## src/rtl/message_header_validator_unit_macros.svh

```systemverilog
`ifndef MESSAGE_HEADER_VALIDATOR_UNIT_MACROS_SVH
`define MESSAGE_HEADER_VALIDATOR_UNIT_MACROS_SVH

// Same-cycle implication, checked on the rising clock edge outside reset
`define MHV_ASSERT_NOW(lbl, ante, cons, msg) \
   lbl: assert property (@(posedge clock) disable iff (reset) (ante) |-> (cons)) \
      else $error(msg);

// Next-cycle implication
`define MHV_ASSERT_NEXT(lbl, ante, cons, msg) \
   lbl: assert property (@(posedge clock) disable iff (reset) (ante) |=> (cons)) \
      else $error(msg);

`endif

```

## src/rtl/mhv_pkg.sv

```systemverilog
`timescale 1ns / 1ps

package mhv_pkg;

   localparam int HEADER_BYTES = 24;
   localparam int HDR_W        = 8 * HEADER_BYTES;
   localparam int CNT_W        = $clog2(HEADER_BYTES + 1);
   localparam int CSR_ADDR_W   = 5;
   localparam int CSR_DATA_W   = 32;

   localparam logic [2:0] REG_MAGIC_WORD       = 3'd0;
   localparam logic [2:0] REG_PROTOCOL_VERSION = 3'd1;
   localparam logic [2:0] REG_TYPE_MIN         = 3'd2;
   localparam logic [2:0] REG_TYPE_MAX         = 3'd3;
   localparam logic [2:0] REG_METADATA_LIMIT   = 3'd4;
   localparam logic [2:0] REG_BODY_LIMIT       = 3'd5;

   typedef enum logic [2:0] {
      STATUS_OK,
      STATUS_TRUNCATED,
      STATUS_BAD_MAGIC,
      STATUS_BAD_VERSION,
      STATUS_UNKNOWN_TYPE,
      STATUS_META_BIG,
      STATUS_BODY_BIG
   } status_type;

   // Header in wire order, first byte in the top bits
   typedef struct packed {
      logic [31:0] magic;
      logic [15:0] version;
      logic [15:0] msg_type;
      logic [31:0] flags;
      logic [31:0] request_id;
      logic [31:0] metadata_length;
      logic [31:0] body_length;
   } hdr_type;

   typedef struct packed {
      logic    truncated;
      hdr_type hdr;
   } rec_type;

   typedef struct packed {
      logic [31:0] magic_word;
      logic [15:0] protocol_version;
      logic [15:0] type_min;
      logic [15:0] type_max;
      logic [31:0] metadata_limit;
      logic [31:0] body_limit;
   } cfg_type;

   typedef struct packed {
      status_type  status;
      logic [15:0] version;
      logic [15:0] msg_type;
      logic [31:0] flags;
      logic [31:0] request_id;
      logic [31:0] metadata_length;
      logic [31:0] body_length;
   } rsp_type;

endpackage

```

## src/rtl/mhv_fifo.sv

```systemverilog
`timescale 1ns / 1ps

module mhv_fifo #(
   parameter int WIDTH = 8,
   parameter int DEPTH = 2
) (
   input  logic             clock,
   input  logic             reset,
   input  logic             push,
   input  logic [WIDTH-1:0] wdata,
   output logic             full,
   input  logic             pop,
   output logic [WIDTH-1:0] rdata,
   output logic             empty
);

   localparam int PTR_W = (DEPTH > 1) ? $clog2(DEPTH) : 1;
   localparam int CNT_W = $clog2(DEPTH + 1);

   logic [WIDTH-1:0] mem_ff [DEPTH];
   logic [PTR_W-1:0] wr_ptr_ff, wr_ptr_in;
   logic [PTR_W-1:0] rd_ptr_ff, rd_ptr_in;
   logic [CNT_W-1:0] count_ff, count_in;
   logic             do_push, do_pop;

   assign full    = (count_ff == CNT_W'(DEPTH));
   assign empty   = (count_ff == '0);
   assign do_push = push & ~full;
   assign do_pop  = pop & ~empty;
   assign rdata   = mem_ff[rd_ptr_ff];

   always_comb begin
      wr_ptr_in = wr_ptr_ff;
      rd_ptr_in = rd_ptr_ff;
      count_in  = count_ff;
      if (do_push) begin
         wr_ptr_in = (wr_ptr_ff == PTR_W'(DEPTH - 1)) ? '0 : wr_ptr_ff + PTR_W'(1);
      end
      if (do_pop) begin
         rd_ptr_in = (rd_ptr_ff == PTR_W'(DEPTH - 1)) ? '0 : rd_ptr_ff + PTR_W'(1);
      end
      if (do_push && !do_pop) begin
         count_in = count_ff + CNT_W'(1);
      end else if (do_pop && !do_push) begin
         count_in = count_ff - CNT_W'(1);
      end
   end

   always_ff @(posedge clock) begin
      if (reset) begin
         wr_ptr_ff <= '0;
         rd_ptr_ff <= '0;
         count_ff  <= '0;
      end else begin
         wr_ptr_ff <= wr_ptr_in;
         rd_ptr_ff <= rd_ptr_in;
         count_ff  <= count_in;
      end
   end

   always_ff @(posedge clock) begin
      if (do_push) begin
         mem_ff[wr_ptr_ff] <= wdata;
      end
   end

endmodule

```

## src/rtl/mhv_front.sv

```systemverilog
`timescale 1ns / 1ps

module mhv_front (
   input  logic             clock,
   input  logic             reset,
   input  logic             accept,
   input  logic [7:0]       data_byte,
   input  logic             last,
   output logic             rec_push,
   output mhv_pkg::rec_type rec
);

   logic [mhv_pkg::HDR_W-1:0] hdr_ff, hdr_in;
   logic [mhv_pkg::CNT_W-1:0] cnt_ff, cnt_in, cnt_inc;
   logic                      room;

   assign room = (cnt_ff < mhv_pkg::CNT_W'(mhv_pkg::HEADER_BYTES));

   always_comb begin
      hdr_in   = hdr_ff;
      cnt_inc  = cnt_ff;
      cnt_in   = cnt_ff;
      rec_push = 1'b0;
      if (accept && room) begin
         // shift in, first byte ends up at the top of the header
         hdr_in  = {hdr_ff[mhv_pkg::HDR_W-9:0], data_byte};
         cnt_inc = cnt_ff + mhv_pkg::CNT_W'(1);
      end
      if (accept) begin
         cnt_in = cnt_inc;
         if (last) begin
            rec_push = 1'b1;
            cnt_in   = '0;
         end
      end
      rec.truncated = (cnt_inc < mhv_pkg::CNT_W'(mhv_pkg::HEADER_BYTES));
      rec.hdr       = hdr_in;
   end

   always_ff @(posedge clock) begin
      if (reset) begin
         cnt_ff <= '0;
      end else begin
         cnt_ff <= cnt_in;
      end
   end

   always_ff @(posedge clock) begin
      hdr_ff <= hdr_in;
   end

endmodule

```

## src/rtl/mhv_back.sv

```systemverilog
`timescale 1ns / 1ps

module mhv_back (
   input  logic             rec_valid,
   input  mhv_pkg::rec_type rec,
   output logic             rec_pop,
   input  mhv_pkg::cfg_type cfg,
   input  logic             rsp_full,
   output logic             rsp_push,
   output mhv_pkg::rsp_type rsp
);

   mhv_pkg::status_type status;

   always_comb begin
      if (rec.truncated) begin
         status = mhv_pkg::STATUS_TRUNCATED;
      end else if (rec.hdr.magic != cfg.magic_word) begin
         status = mhv_pkg::STATUS_BAD_MAGIC;
      end else if (rec.hdr.version != cfg.protocol_version) begin
         status = mhv_pkg::STATUS_BAD_VERSION;
      end else if (rec.hdr.msg_type < cfg.type_min || rec.hdr.msg_type > cfg.type_max) begin
         status = mhv_pkg::STATUS_UNKNOWN_TYPE;
      end else if (rec.hdr.metadata_length > cfg.metadata_limit) begin
         status = mhv_pkg::STATUS_META_BIG;
      end else if (rec.hdr.body_length > cfg.body_limit) begin
         status = mhv_pkg::STATUS_BODY_BIG;
      end else begin
         status = mhv_pkg::STATUS_OK;
      end
   end

   always_comb begin
      rsp        = '0;
      rsp.status = status;
      // drop the decoded fields unless the header passed every check
      if (status == mhv_pkg::STATUS_OK) begin
         rsp.version         = rec.hdr.version;
         rsp.msg_type        = rec.hdr.msg_type;
         rsp.flags           = rec.hdr.flags;
         rsp.request_id      = rec.hdr.request_id;
         rsp.metadata_length = rec.hdr.metadata_length;
         rsp.body_length     = rec.hdr.body_length;
      end
   end

   assign rsp_push = rec_valid & ~rsp_full;
   assign rec_pop  = rsp_push;

endmodule

```

## src/rtl/message_header_validator_unit.sv

```systemverilog
`timescale 1ns / 1ps
`include "message_header_validator_unit_macros.svh"

// Message header validator. Takes one message byte per clock while full is low,
// on push/full, with req_last on the final byte, and gives one status item per
// message on empty/pop. The first 24 bytes form a big-endian header; later
// bytes are ignored. The record queue takes a message's record at the clock edge
// that takes its final byte; the checker then writes its status into the output
// queue, which drives the result ports, once that queue has room. The sustained
// rate is one byte per cycle while full is low, set by the header shift register
// and byte counter in the front end. Final-byte records cross to the checker
// through a QUEUE_DEPTH-entry queue and results wait in a QUEUE_DEPTH-entry
// output queue, so full rises only while those are both backed up.
// Registers (APB, 4-byte stride): 0 magic word, 1 protocol version, 2 type
// min, 3 type max, 4 metadata limit, 5 body limit. Change them only while idle.
module message_header_validator_unit #(
   parameter int QUEUE_DEPTH = 2
) (
   input  logic                           clock,
   input  logic                           reset,
   input  logic                           push,
   output logic                           full,
   input  logic [7:0]                     req_data_byte,
   input  logic                           req_last,
   output logic                           empty,
   input  logic                           pop,
   output logic [2:0]                     rsp_status,
   output logic [15:0]                    rsp_version,
   output logic [15:0]                    rsp_msg_type,
   output logic [31:0]                    rsp_flags,
   output logic [31:0]                    rsp_request_id,
   output logic [31:0]                    rsp_metadata_length,
   output logic [31:0]                    rsp_body_length,
   input  logic                           psel,
   input  logic                           penable,
   input  logic                           pwrite,
   input  logic [mhv_pkg::CSR_ADDR_W-1:0] paddr,
   input  logic [mhv_pkg::CSR_DATA_W-1:0] pwdata,
   output logic [mhv_pkg::CSR_DATA_W-1:0] prdata,
   output logic                           pready
);

   mhv_pkg::cfg_type cfg_ff, cfg_in;
   mhv_pkg::rec_type front_rec, back_rec;
   mhv_pkg::rsp_type back_rsp, out_rsp;
   logic [2:0]       reg_idx;
   logic             csr_write;
   logic             accept;
   logic             rec_push, rec_pop, q_full, q_empty;
   logic             rsp_push, out_full;

   // configuration registers
   assign pready    = 1'b1;
   assign reg_idx   = paddr[4:2];
   assign csr_write = psel & penable & pwrite & pready;

   always_comb begin
      cfg_in = cfg_ff;
      if (csr_write) begin
         case (reg_idx)
            mhv_pkg::REG_MAGIC_WORD:       cfg_in.magic_word       = pwdata;
            mhv_pkg::REG_PROTOCOL_VERSION: cfg_in.protocol_version = pwdata[15:0];
            mhv_pkg::REG_TYPE_MIN:         cfg_in.type_min         = pwdata[15:0];
            mhv_pkg::REG_TYPE_MAX:         cfg_in.type_max         = pwdata[15:0];
            mhv_pkg::REG_METADATA_LIMIT:   cfg_in.metadata_limit   = pwdata;
            mhv_pkg::REG_BODY_LIMIT:       cfg_in.body_limit       = pwdata;
            default:                       cfg_in = cfg_ff;
         endcase
      end
   end

   always_comb begin
      case (reg_idx)
         mhv_pkg::REG_MAGIC_WORD:       prdata = cfg_ff.magic_word;
         mhv_pkg::REG_PROTOCOL_VERSION: prdata = {16'd0, cfg_ff.protocol_version};
         mhv_pkg::REG_TYPE_MIN:         prdata = {16'd0, cfg_ff.type_min};
         mhv_pkg::REG_TYPE_MAX:         prdata = {16'd0, cfg_ff.type_max};
         mhv_pkg::REG_METADATA_LIMIT:   prdata = cfg_ff.metadata_limit;
         mhv_pkg::REG_BODY_LIMIT:       prdata = cfg_ff.body_limit;
         default:                       prdata = '0;
      endcase
   end

   always_ff @(posedge clock) begin
      if (reset) begin
         cfg_ff.magic_word       <= 32'd0;
         cfg_ff.protocol_version <= 16'd1;
         cfg_ff.type_min         <= 16'd1;
         cfg_ff.type_max         <= 16'd1;
         cfg_ff.metadata_limit   <= 32'd0;
         cfg_ff.body_limit       <= 32'd0;
      end else begin
         cfg_ff <= cfg_in;
      end
   end

   // front end: collect header bytes
   assign full   = q_full;
   assign accept = push & ~full;

   mhv_front u_front (
      .clock     (clock),
      .reset     (reset),
      .accept    (accept),
      .data_byte (req_data_byte),
      .last      (req_last),
      .rec_push  (rec_push),
      .rec       (front_rec)
   );

   mhv_fifo #(
      .WIDTH ($bits(mhv_pkg::rec_type)),
      .DEPTH (QUEUE_DEPTH)
   ) u_rec_queue (
      .clock (clock),
      .reset (reset),
      .push  (rec_push),
      .wdata (front_rec),
      .full  (q_full),
      .pop   (rec_pop),
      .rdata (back_rec),
      .empty (q_empty)
   );

   // back end: run the checks
   mhv_back u_back (
      .rec_valid (~q_empty),
      .rec       (back_rec),
      .rec_pop   (rec_pop),
      .cfg       (cfg_ff),
      .rsp_full  (out_full),
      .rsp_push  (rsp_push),
      .rsp       (back_rsp)
   );

   mhv_fifo #(
      .WIDTH ($bits(mhv_pkg::rsp_type)),
      .DEPTH (QUEUE_DEPTH)
   ) u_rsp_queue (
      .clock (clock),
      .reset (reset),
      .push  (rsp_push),
      .wdata (back_rsp),
      .full  (out_full),
      .pop   (pop),
      .rdata (out_rsp),
      .empty (empty)
   );

   assign rsp_status          = out_rsp.status;
   assign rsp_version         = out_rsp.version;
   assign rsp_msg_type        = out_rsp.msg_type;
   assign rsp_flags           = out_rsp.flags;
   assign rsp_request_id      = out_rsp.request_id;
   assign rsp_metadata_length = out_rsp.metadata_length;
   assign rsp_body_length     = out_rsp.body_length;

   `MHV_ASSERT_NOW(a_fields_zero_on_error,
      !empty && rsp_status != mhv_pkg::STATUS_OK,
      rsp_version == 16'd0 && rsp_msg_type == 16'd0 && rsp_flags == 32'd0 &&
      rsp_request_id == 32'd0 && rsp_metadata_length == 32'd0 && rsp_body_length == 32'd0,
      "decoded fields not zero on error status")
   `MHV_ASSERT_NEXT(a_last_reaches_queue, accept && req_last, !q_empty,
      "final byte left no record in the queue")
   `MHV_ASSERT_NOW(a_ok_within_limits,
      !empty && rsp_status == mhv_pkg::STATUS_OK,
      rsp_metadata_length <= cfg_ff.metadata_limit && rsp_body_length <= cfg_ff.body_limit,
      "ok status with a length over its limit")

endmodule

```

## config.mk

```make
export PLATFORM = sky130hd
export DESIGN_NAME = message_header_validator_unit
export DESIGN_NICKNAME = d
export VERILOG_FILES = /design/src/rtl/mhv_pkg.sv /design/src/rtl/mhv_fifo.sv /design/src/rtl/mhv_front.sv /design/src/rtl/mhv_back.sv /design/src/rtl/message_header_validator_unit.sv
export VERILOG_INCLUDE_DIRS = /design/src /design/src/rtl
export SDC_FILE = /design/constraint.sdc
export NUM_CORES = 1
export LEC_CHECK = 0
export ABC_AREA = 0
export BUFFER_PORTS_ARGS = -buffer_cell sky130_fd_sc_hd__buf_2
export CAP_MARGIN = 20
export CORE_ASPECT_RATIO = 0.9
export CORE_MARGIN = 2
export CORE_UTILIZATION = 30
export DETAILED_ROUTE_END_ITERATION = 16
export REMOVE_ABC_BUFFERS = 1
export SLEW_MARGIN = 40
export SYNTH_ARGS = -nofsm -noshare
export SYNTH_HDL_FRONTEND = slang
export SYNTH_SLANG_ARGS = --single-unit
```

## constraint.sdc

```tcl
create_clock -name clock -period 30.6 [get_ports clock]
set_clock_uncertainty 0.05 [all_clocks]
set_input_delay 6.12 -clock clock [delete_from_list [all_inputs] [get_ports clock]]
set_output_delay 6.12 -clock clock [all_outputs]
set_load 0.02 [all_outputs]
```

Word-level counts from Yosys, hierarchy flattened
Memories as Yosys holds them, arrays and structs flattened. A register that Yosys moved wholly into a read port is not among the register bits.
Cells that the tools add are included.
{ "word_totals": {"inputBits": 53, "register_bits": 349, "elab_cells": 103, "n_memories": 2, "output_inout_bits": 198, "mem_bits_rw": 712} }
{ "op_classes": {"addsub": 9, "order_cmp": 6, "reduce_logical": 22, "n_bitwise": 12, "mux": 29, "n_eq_ne": 9} }
{ "memory_table": {"columns": ["memory", "depth", "word_bits", "rd", "rd_ports_with_merged_regs", "wr", "line", "rtl"], "rows": [
  ["u_rec_queue.mem_ff", 2, 193, 1, 1, 1, "mhv_fifo.sv:20", "logic [WIDTH-1:0] mem_ff [DEPTH];"],
  ["u_rsp_queue.mem_ff", 2, 163, 1, 1, 1, "mhv_fifo.sv:20", null]
]} }
{ "ops": {"columns": ["op", "n"], "rows": [
  ["192-bit two-way mux", 1],
  ["32-bit one-hot mux with 6 select lines", 1],
  ["160-bit two-way mux", 1],
  ["32-bit > comparator", 2],
  ["32-bit != test", 1],
  ["3-bit two-way mux", 6],
  ["16-bit > comparator", 1],
  ["16-bit less-than comparator", 1],
  ["16-bit != test", 1],
  ["1-bit two-way mux", 14],
  ["2-bit AND reduction", 6],
  ["5-bit less-than comparator, second input constant", 2],
  ["5-bit two-way mux", 2],
  ["1-bit bitwise AND", 8],
  ["2-bit two-way mux", 4],
  ["3-bit by 2-bit equality test with 1-bit output, second input constant", 2],
  ["3-bit equality test, second input constant", 2],
  ["3-bit logical NOT", 2],
  ["5-bit by 1-bit adder with 5-bit output, second input constant", 1],
  ["1-bit logical AND", 5],
  ["1-bit adder, second input constant", 4],
  ["2-bit by 1-bit adder with 2-bit output, second input constant", 2],
  ["2-bit equality test, second input constant", 2],
  ["1-bit logical NOT", 4],
  ["other kinds (6)", 12]
]} }

Longest topological paths before layout
{ "depth": {"word_depth": 9, "mapped_depth": 17, "depth_no_buf": 9} }

By module
A second synthesis with hierarchy kept.
{ "hier_totals": {"cells_unflattened": 3489, "hier_area_um2": 45004.4} }
{ "modules_own_cells": {"columns": ["mod", "seq_area_each_um2", "cells_per_inst", "n_inst", "area_each_um2"], "rows": [
  ["mhv_fifo (u_rec_queue)", 11691.2, 625, 1, 14198.6],
  ["mhv_fifo (u_rsp_queue)", 9889.5, 532, 1, 12251.8],
  ["message_header_validator_unit", 2882.8, 707, 1, 7021.7],
  ["mhv_front", 3943.8, 838, 1, 6462.4],
  ["mhv_back", 0.0, 787, 1, 5069.9]
]} }

Worst setup path before layout
No wires, ideal clock.
{ "synth_path": {"path_type": "input-to-reg", "from": "input port push", "to": "memory u_rec_queue.mem_ff[0][0] (netlist name), enable pin", "setup_time_ps": 749, "n_path_buf": 1, "path_slack_ps": 15237, "path_stages": 4, "required_ps": 29801, "arrival_ps": 14563, "path_cell_list": "and2_1 -> clkbuf_1 -> nand2_1 -> nor2_1"} }
{ "synth_via": {"elab_chain_cells": 5} }
{ "synth_rtl": {"columns": ["item", "line", "rtl"], "rows": [
  ["from (decl)", "message_header_validator_unit.sv:21", "input logic push,"],
  ["1-bit bitwise AND", "message_header_validator_unit.sv:99", "assign accept = push & ~full;"],
  ["1-bit two-way mux", "mhv_front.sv:29", "if (accept) begin"],
  ["1-bit bitwise AND", "mhv_fifo.sv:28", "assign do_push = push & ~full;"],
  ["1-bit two-way mux", "mhv_fifo.sv:62", "if (do_push) begin"],
  ["1-bit two-way mux (implied by the code)", "mhv_fifo.sv:63", "mem_ff[wr_ptr_ff] <= wdata;"],
  ["to (decl)", "mhv_fifo.sv:20", null]
]} }
Every way passes these cells.

Final worst setup path
{ "layout_path": {"from": "input port paddr[4] (netlist name)", "to": "output port prdata[14] (netlist name)"} }
{ "layout_via": {"elab_chain_cells": 2, "elab_cells_between_ends": 7, "classes_between": "5 x eq/ne; 1 x mux; 1 x reduce/logical"} }
{ "layout_rtl": {"columns": ["item", "line", "rtl"], "rows": [
  ["from (decl)", "message_header_validator_unit.sv:37", "input logic [mhv_pkg::CSR_ADDR_W-1:0] paddr,"],
  ["3-bit equality test (tied with other cells)", "message_header_validator_unit.sv:73", "case (reg_idx)"],
  ["32-bit one-hot mux with 6 select lines *", "message_header_validator_unit.sv:73", null],
  ["to (decl)", "message_header_validator_unit.sv:39", "output logic [mhv_pkg::CSR_DATA_W-1:0] prdata,"]
]} }
Mark *: on every way between the ends. The rest lies on a longest branch, timed or not.

==> run metrics <==
Worst Setup SP=paddr[4]; setup ws final=16.06 ns; main combinational cell family by area after synthesis=multiplexers; initial antenna violation count=22; clock share of power=0.292; vias per cell=4.85; RSZ-0062 raised after global routing=no; Post-CTS Setup Bufs=0; vias in the first global route=24600; final slew viol count=0; pre-CTS WS=16.14 ns; Internal=3.27 mW; final number of hold-violating endpoints=0; Avg Cell Area, Syn=14.2 um^2; final layout net count=3372; H-Tree Depth=3; die area=0.145 mm^2; Mapped Area=0.0425 mm^2; cell row count=130; Synthesis Warnings=0; Congestion Overflow GR=0; routability cong.=0.873; sw power=1.50 mW; CTS Buf Count=108; All-Layer GR Usage=0.157; hold wc startpoint=cfg_ff[2]; Chip Width=401 um; status=finished, final reports clean; sequential fraction of design power=0.446; crit end category=output port; clock sink count=1063; hold_buf cts=0; antenna-violating nets left=0; Compound-Gate Fraction of Synth Area=0.0401; DRC Markers=0; largest net degree at the start of global routing=123; Yosys cell types=60; vias=25100; I/O pin count=251; register area share after synthesis=0.669; Combinational Power Share=0.262; most instantiated library cell after synthesis=edfxtp_1; post-CTS sizing=0; Final period util=0.475; fmax=68.8 MHz; DP HPWL=77600 um; Worst Path Required=24.43 ns; Rel. slew slack=0.368; Synth Instances=3001; worst hold path type=reg2reg; multiplexer share of the synthesized area=0.146; Worst-Skew Late Latency=0.72 ns; die height=361 um; first-pass GRT wire length=168000 um; Adder-Cell Fraction of Synth Area=0.0289; Power Density=96.0 mW/mm^2; total power=4.76 mW; register bit total from synthesis=1063; drt first pass iters=6; Post-Synth Simple-Gate Area=0.0778; # setup viols final=0; top cells by count, synth=712 x edfxtp_1, 433 x mux2_2, 351 x dfxtp_1; Post-synth EDFFs=712; Lkg Pwr=16.7 nW; # Max-Cap Violations=0; switching share of power=0.314; final wirelength=116000 um; crit path max fanout=23; CTS tree=done; largest cells by area after synthesis=edfxtp_1 50%, dfxtp_1 17%, mux2_2 11%; IO Port Bufs=247; post-synth top area share=0.503; leading area contributor after synthesis=edfxtp_1; drt wl/cell=22.4 um; CTS max path bufs=3; maximum VDD drop=0.0528 mV; Core Footprint=0.140 mm^2; proportion of layout cells with a drive suffix above 1=0.280; asr flop ratio synth=0; startpoint types=input pin; initial drt markers=1994; synthesis-to-finish area growth=16.8%; CP arrival=8.37 ns; Least-Margin Pin Slew=0.948 ns; setup_tns=0 ns; Final Critical Period=14.54 ns; Root Driver=clkbuf_16; XOR/XNOR Fraction of Synth Area=0.0115; clk slew on worst S/H paths=0.06 ns; Main synth FF type=edfxtp_1; Initial Util=0.303; critical setup path kind=in2out
-- per-stage QoR --
stage	std cells	instance area (um^2)	utilization	hold WS, ns
after floorplan	2819	41700	-	0.393
after global placement	4951	45600	0.326	0.409
after detailed placement	4957	45800	0.327	0.410
after CTS	5161	49500	0.354	0.419
after global routing	5165	49600	0.354	0.440
final	5168	49600	0.354	0.419
-- state kept, by name (all words and copies together) (netlist names), named ones only --
signal	cells
cfg_ff	144
u_front.cnt_ff	5
u_front.hdr_ff	192
u_rec_queue.count_ff	2
u_rec_queue.mem_ff	386
u_rec_queue.rd_ptr_ff	1
u_rec_queue.wr_ptr_ff	1
u_rsp_queue.count_ff	2
u_rsp_queue.mem_ff	326
u_rsp_queue.rd_ptr_ff	1
u_rsp_queue.wr_ptr_ff	1
-- cell families after synthesis --
family	after synthesis
other	1
muxes	564
AOI/OAI and AO/OA	294
adders and majority gates	98
xor gates and xnor gates	56
buffers and inverters	283
and+or+nand+nor	642
DFF	1063
-- worst max-delay path, stage by stage --
cell     delay, ns
buf_2         0.58
and3b_1       0.84
a22oi_1       0.19
nand3_1       0.36
buf_2         0.26
-- placed cells by master, fill, tap and decap left out, types with 5 or more instances in the layout --
master	count
clkbuf_1	21
ha_1	98
mux2_2	433
nor4b_1	71
buf_4	29
o21ai_0	11
nand3_1	29
mux2i_1	131
bufinv_16	13
clkinv_2	16
clkinvlp_4	9
inv_6	5
a21o_1	7
buf_6	7
dfxtp_1	349
inv_1	101
and2_1	7
buf_2	246
diode_2	5
buf_12	6
nand2_1	317
edfxtp_1	712
nor2_1	52
xor2_1	6
a21oi_1	198
xnor2_1	50
clkbuf_16	109
nor4_1	96
a22oi_1	48
nand4_1	22
clkbuf_8	17
nor4b_2	6
clkinv_1	5
-- per-layer routing --
| metal | share of wire | GRT usage |
|---|---|---|
| met5 | 0.00037 | 0 |
| met4 | 0.029 | 0.0488 |
| met3 | 0.069 | 0.0351 |
| met2 | 0.45 | 0.242 |
| met1 | 0.45 | 0.218 |
-- cell type report --
cell class	count	area (um^2)
Sequential cell	1063	28400
Timing Repair Buffer	292	1720
Multi-Input combinational cell	1655	13000
Tap cell	1848	2310
Clock inverter	57	738
Clock buffer	147	3040
Inverter	101	379
Antenna cell	5	12.5
Fill cell	13500	90400
-- path summary, 6_finish.rpt --
check	to	slack, ns	cells past startpoint
min reg2reg	cfg_ff[2]	0.42	2
max reg2reg	u_rsp_queue.mem_ff[1][73]	24.46	11
max	prdata[14]	16.06	5
min	cfg_ff[2]	0.42	2
-- power groups by stage --
stage                     Sequential (mW)  Combinational [mW]  Clock [mW]
after global placement               2.15                1.24           0
after CTS                            2.13                1.28        1.42
after floorplan                      2.16               0.854           0
after global routing                 2.16                1.36        1.48
final                                2.13                1.25        1.39
after detailed placement             2.16                1.27           0
(Power assumes the default switching activity.)
